`src/rtl/mbe_pkg.sv`:
```
`default_nettype none

package mbe_pkg;

    localparam int FRAC_BITS = 60;
    localparam int ITER_BITS = 13;
    localparam int IN_BITS   = 63;
    localparam int WORD_BITS = 64;
    localparam int HALF_BITS = WORD_BITS / 2;
    localparam int PROD_BITS = 2 * WORD_BITS;

    typedef logic signed [WORD_BITS-1:0] t_fx;
    typedef logic        [WORD_BITS-1:0] t_mag;
    typedef logic        [PROD_BITS-1:0] t_prod;
    typedef logic        [ITER_BITS-1:0] t_iter;

    localparam t_fx FX_MAX         = {1'b0, {(WORD_BITS-1){1'b1}}};
    localparam t_fx FX_MIN         = {1'b1, {(WORD_BITS-1){1'b0}}};
    localparam t_fx FX_ONE         = t_fx'(1) <<< FRAC_BITS;
    localparam t_fx FX_QUARTER     = t_fx'(1) <<< (FRAC_BITS - 2);
    localparam t_fx FX_SIXTEENTH   = t_fx'(1) <<< (FRAC_BITS - 4);
    localparam t_fx FX_FOUR        = t_fx'(1) <<< (FRAC_BITS + 2);
    localparam t_fx FX_NEG_QUARTER = -FX_QUARTER;

    localparam t_iter LIMIT_RESET = t_iter'(128);

    typedef enum logic [2:0] {
        MUL_CI2,
        MUL_PP,
        MUL_QQP,
        MUL_RHS,
        MUL_BULB,
        MUL_ZI,
        MUL_ZR2,
        MUL_ZI2
    } t_mul_op;

    typedef struct packed {
        logic    load;
        logic    mul_start;
        t_mul_op mul_op;
        logic    diff_en;
        logic    z_step;
        logic    it_set_limit;
        logic    out_load;
    } t_cmd;

    typedef struct packed {
        logic mul_done;
        logic in_region;
        logic loop_go;
    } t_sts;

    // Signed add that clamps to the word range instead of wrapping.
    function automatic t_fx sat_add(input t_fx a, input t_fx b);
        logic signed [WORD_BITS:0] s;
        t_fx r;
        s = {a[WORD_BITS-1], a} + {b[WORD_BITS-1], b};
        if (s[WORD_BITS] != s[WORD_BITS-1]) begin
            r = s[WORD_BITS] ? FX_MIN : FX_MAX;
        end else begin
            r = s[WORD_BITS-1:0];
        end
        return r;
    endfunction

endpackage

`default_nettype wire

```
`src/rtl/mbe_ctrl.sv`:
```
`default_nettype none

module mbe_ctrl import mbe_pkg::*; (
    input  wire logic i_clk,
    input  wire logic i_rst_n,
    input  wire logic i_in_valid,
    output logic      o_in_ready,
    output logic      o_out_valid,
    input  wire logic i_out_ready,
    input  wire t_sts i_sts,
    output t_cmd      o_cmd
);

    typedef enum logic [3:0] {
        S_IDLE,
        S_CI2,
        S_PP,
        S_QQP,
        S_RHS,
        S_BULB,
        S_CLASSIFY,
        S_CHECK,
        S_ZI,
        S_ZR2,
        S_ZI2,
        S_DONE
    } t_state;

    t_state r_state;
    t_state n_state;
    logic   r_go;
    logic   n_go;
    logic   r_out_valid;
    logic   n_out_valid;
    logic   out_free;

    always_comb begin
        n_state  = r_state;
        n_go     = 1'b0;
        out_free = !r_out_valid || i_out_ready;
        o_cmd    = '0;
        o_cmd.mul_op    = MUL_CI2;
        o_cmd.mul_start = r_go;
        unique case (r_state)
            S_IDLE: begin
                if (i_in_valid) begin
                    o_cmd.load = 1'b1;
                    n_state    = S_CI2;
                    n_go       = 1'b1;
                end
            end
            S_CI2: begin
                o_cmd.mul_op = MUL_CI2;
                if (i_sts.mul_done) begin
                    n_state = S_PP;
                    n_go    = 1'b1;
                end
            end
            S_PP: begin
                o_cmd.mul_op = MUL_PP;
                if (i_sts.mul_done) begin
                    n_state = S_QQP;
                    n_go    = 1'b1;
                end
            end
            S_QQP: begin
                o_cmd.mul_op = MUL_QQP;
                if (i_sts.mul_done) begin
                    n_state = S_RHS;
                    n_go    = 1'b1;
                end
            end
            S_RHS: begin
                o_cmd.mul_op = MUL_RHS;
                if (i_sts.mul_done) begin
                    n_state = S_BULB;
                    n_go    = 1'b1;
                end
            end
            S_BULB: begin
                o_cmd.mul_op = MUL_BULB;
                if (i_sts.mul_done) begin
                    n_state = S_CLASSIFY;
                end
            end
            S_CLASSIFY: begin
                if (i_sts.in_region) begin
                    o_cmd.it_set_limit = 1'b1;
                    n_state            = S_DONE;
                end else begin
                    n_state = S_CHECK;
                end
            end
            S_CHECK: begin
                o_cmd.diff_en = 1'b1;
                if (i_sts.loop_go) begin
                    n_state = S_ZI;
                    n_go    = 1'b1;
                end else begin
                    n_state = S_DONE;
                end
            end
            S_ZI: begin
                o_cmd.mul_op = MUL_ZI;
                o_cmd.z_step = r_go;
                if (i_sts.mul_done) begin
                    n_state = S_ZR2;
                    n_go    = 1'b1;
                end
            end
            S_ZR2: begin
                o_cmd.mul_op = MUL_ZR2;
                if (i_sts.mul_done) begin
                    n_state = S_ZI2;
                    n_go    = 1'b1;
                end
            end
            S_ZI2: begin
                o_cmd.mul_op = MUL_ZI2;
                if (i_sts.mul_done) begin
                    n_state = S_CHECK;
                end
            end
            S_DONE: begin
                if (out_free) begin
                    o_cmd.out_load = 1'b1;
                    n_state        = S_IDLE;
                end
            end
            default: n_state = S_IDLE;
        endcase
        n_out_valid = o_cmd.out_load ? 1'b1 : (i_out_ready ? 1'b0 : r_out_valid);
    end

    always_ff @(posedge i_clk) begin
        if (!i_rst_n) begin
            r_state     <= S_IDLE;
            r_go        <= 1'b0;
            r_out_valid <= 1'b0;
        end else begin
            r_state     <= n_state;
            r_go        <= n_go;
            r_out_valid <= n_out_valid;
        end
    end

    assign o_in_ready  = (r_state == S_IDLE);
    assign o_out_valid = r_out_valid;

endmodule

`default_nettype wire

```
`config.mk`:
```
export PLATFORM = sky130hd
export DESIGN_NAME = mbe_ctrl
export DESIGN_NICKNAME = d
export VERILOG_FILES = /design/src/rtl/mbe_pkg.sv /design/src/rtl/mbe_ctrl.sv
export SDC_FILE = /design/constraint.sdc
export NUM_CORES = 1
export LEC_CHECK = 0
export BUFFER_PORTS_ARGS = -buffer_cell sky130_fd_sc_hd__buf_2
export CAP_MARGIN = 25
export CORE_MARGIN = 10
export CORE_UTILIZATION = 29
export CTS_BUF_LIST = sky130_fd_sc_hd__clkbuf_4 sky130_fd_sc_hd__clkbuf_8
export DETAILED_ROUTE_END_ITERATION = 8
export GPL_TIMING_DRIVEN = 0
export PLACE_DENSITY = 0.48
export SLEW_MARGIN = 20
export SYNTH_ARGS = -nofsm -noshare
export SYNTH_HDL_FRONTEND = slang
export SYNTH_SLANG_ARGS = --single-unit
```
`constraint.sdc`:
```
create_clock -name i_clk -period 4 [get_ports i_clk]
set_input_delay 1 -clock i_clk [delete_from_list [all_inputs] [get_ports i_clk]]
set_output_delay 1 -clock i_clk [all_outputs]
set_load 0.005 [all_outputs]
```
==> flow_summary.json <==
{
  "finalPower_uw": 392,
  "coreArea_sq_um": 1750,
  "cts_inserted_buffers": 3,
  "cts.sinks": 6,
  "cp.arrival_ns": 1.69,
  "initial_core_util": 0.310,
  "syn_avg_cell_area_sq_um": 7.30,
  "hold_viol": 0,
  "h-tree-depth": 1,
  "timing.critical_path.buf_inv": 2,
  "status": "finished clean",
  "overflow": 0,
  "grtUsageTotal": 0.0801,
  "yosys.area.top_type": "dfxtp_1",
  "cts.clk_slew.worst_paths_ns": 0.05,
  "place_area_sq_um": 657,
  "final.period_utilization": 0.672,
  "clk_path_buf_depth": 2,
  "netlist_instances": 74,
  "grt_pass1_vias": 585,
  "dp_hpwl_um": 1240,
  "setup_viol": 0,
  "cpLargestDelayFamily": "buffers and inverters",
  "tritoncts": "yes",
  "layout.cells.most_common_list": "buf_2 (18), nand2_1 (10), nand2b_1 (6), dfxtp_1 (6)",
  "route.detailed.drc": 0,
  "gp_congestion": 0.748,
  "cp_slowest_cell": "dfxtp_1",
  "die_h_um": 63.2,
  "syn_area_sq_um": 541,
  "fin_tns_setup_ns": 0,
  "synth_xor_area_frac": 0,
  "slew_headroom": 0.700,
  "maxCapViolCount": 0,
  "synthSimpleGateAreaFrac": 0.340,
  "clk_latency_ns": 0.24,
  "hold_path_class": "register to register",
  "slowest_delay_ns": 0.45,
  "synthAdderAreaFrac": 0,
  "wl_per_cell_um": 13.6,
  "antenna_found_initial": 0,
  "critPathMaxFanout": 10,
  "vias": 608,
  "synth_top_area_frac": 0.222,
  "first_pass_iters": 4,
  "dieArea_sq_um": 3990,
  "die_x_um": 63.2,
  "synth-compound-area-share": 0.255,
  "critical_path_class": "register to primary output",
  "tightest_slew_ns": 0.450,
  "final_common_cell": "buf_2",
  "postCtsSetupBuffers": 0,
  "num_rows": 15,
  "wl_um": 1610,
  "synth_mux_area_frac": 0.0556,
  "yosysWarnings": 0,
  "grt_max_degree": 11,
  "final.min_clock_period_ns": 2.69,
  "critPathCaptureType": "primary output",
  "rsz0062_at_grt": "false",
  "crit_path_start_kind": "register",
  "synth_cell_types": 30,
  "ys_seq_elements": 6,
  "p_leak_nw": 0.296,
  "io_buffers": 17,
  "drive_gt1_frac": 0.298,
  "path_cells": "clkbuf_1 -> nand2b_1 -> nand3_1 -> o21ai_0 -> o32ai_1 -> buf_2",
  "fin_area_sq_um": 679,
  "grt_first_pass_wirelength_um": 2710,
  "synth_seq_area_share": 0.222,
  "ys_top_cells_by_area": "dfxtp_1 (22%), nand2_1 (6.9%), nand2b_1 (6.9%)",
  "skew_ns": 0.00313,
  "p_per_area_nw_per_um2": 578,
  "io_pins": 18,
  "crit_required_ns": 3.00,
  "synth_nets": 81,
  "area_delta_synth_final_pct": 25.7,
  "dr.first_iter.drc_count": 10,
  "cts_resized": 0,
  "synth_top_family_by_area": "simple AND/OR/NAND/NOR gates",
  "finalNetCount": 103,
  "diodes": 0,
  "slew_viol_final": 0,
  "ant_nets": 0,
  "drt-vias-per-instance": 5.11,
  "clockRootBuffer": "clkbuf_4",
  "cts_hold_buf": 0,
  "peakVddDrop_mv": 0.275,
  "worst_hold_slack_ns": 0.536,
  "fmax_mhz": 372
}
## cell usage after synthesis
library cell,instances
nand2_1,10
dfxtp_1,6
nand2b_1,6
clkbuf_1,4
nor2_1,4
nor3_1,4
o21ai_0,4
inv_1,3
mux2i_1,3
o22ai_1,3
and2_4,2
buf_4,2
buf_6,2
nand3_1,2
nor2b_1,2
o21a_1,2
o32ai_1,2
a2111o_1,1
a21boi_0,1
a21oi_1,1
a221oi_1,1
a2bb2oi_1,1
a32o_1,1
and2_1,1
buf_2,1
nand4_1,1
nand4b_1,1
nor4_2,1
o211a_1,1
o21ai_1,1
## state kept, by name, summed over array words and instances, names as in the netlist
name and count:
r_state 4, r_go 1, o_out_valid 1
## per-stage QoR
step / setup slack, ns / std cells / utilization
floorplan: 1.61 / 74 / -
global placement: 1.38 / 116 / 0.376
detailed placement: 1.38 / 116 / 0.376
CTS: 1.35 / 119 / 0.389
global route: 1.22 / 119 / 0.389
finish: 1.31 / 119 / 0.389
## tightest hold or removal path: stages (launching register included)
cell and delay [ns]:
dfxtp_1 0.30, nand2b_1 0.10, a21boi_0 0.09
## power breakdown
group / switching, mW / internal, mW
combinational: 0.127 / 0.118
sequential: 0.0155 / 0.0756
clock: 0.0223 / 0.0340
total: 0.165 / 0.227
## path summary, 6_finish.rpt
path                                  from                  endpoint  slack [ns]  cells past startpoint
setup reg to reg   r_state[0]$_SDFFE_PN0P_   r_state[1]$_SDFFE_PN0P_        2.42                      5
hold reg to reg   o_out_valid$_SDFFE_PN0P_  o_out_valid$_SDFFE_PN0P_        0.54                      2
setup / recovery   r_state[0]$_SDFFE_PN0P_                  o_cmd[5]        1.31                      6
hold / removal    o_out_valid$_SDFFE_PN0P_  o_out_valid$_SDFFE_PN0P_        0.54                      2
## cells by family after synthesis
| group | Yosys count |
|---|---|
| flip-flops | 6 |
| AO/OA/AOI/OAI | 19 |
| AND/OR/NAND/NOR | 34 |
| buffers and inverters | 12 |
| multiplexers | 3 |
## metal layers
layer | share of wire | track usage | vias to the layer above
li1 | - | - | 304
met1 | 0.47 | 0.0945 | 287
met2 | 0.47 | 0.129 | 15
met3 | 0.050 | 0.0318 | 2
met4 | 0.0087 | 0.0246 | 0
met5 | 0 | 0 | -
## final cells by class
type                       instances  area [sq um]
buffer                             9          57.6
clock buffer                       3          22.5
fill                             208          1070
inverter                           3          11.3
multi-input combinational         56           352
timing repair buffer              17          85.1
tap                               25          31.3
sequential                         6           120
Power figures use the tool's default switching activity.
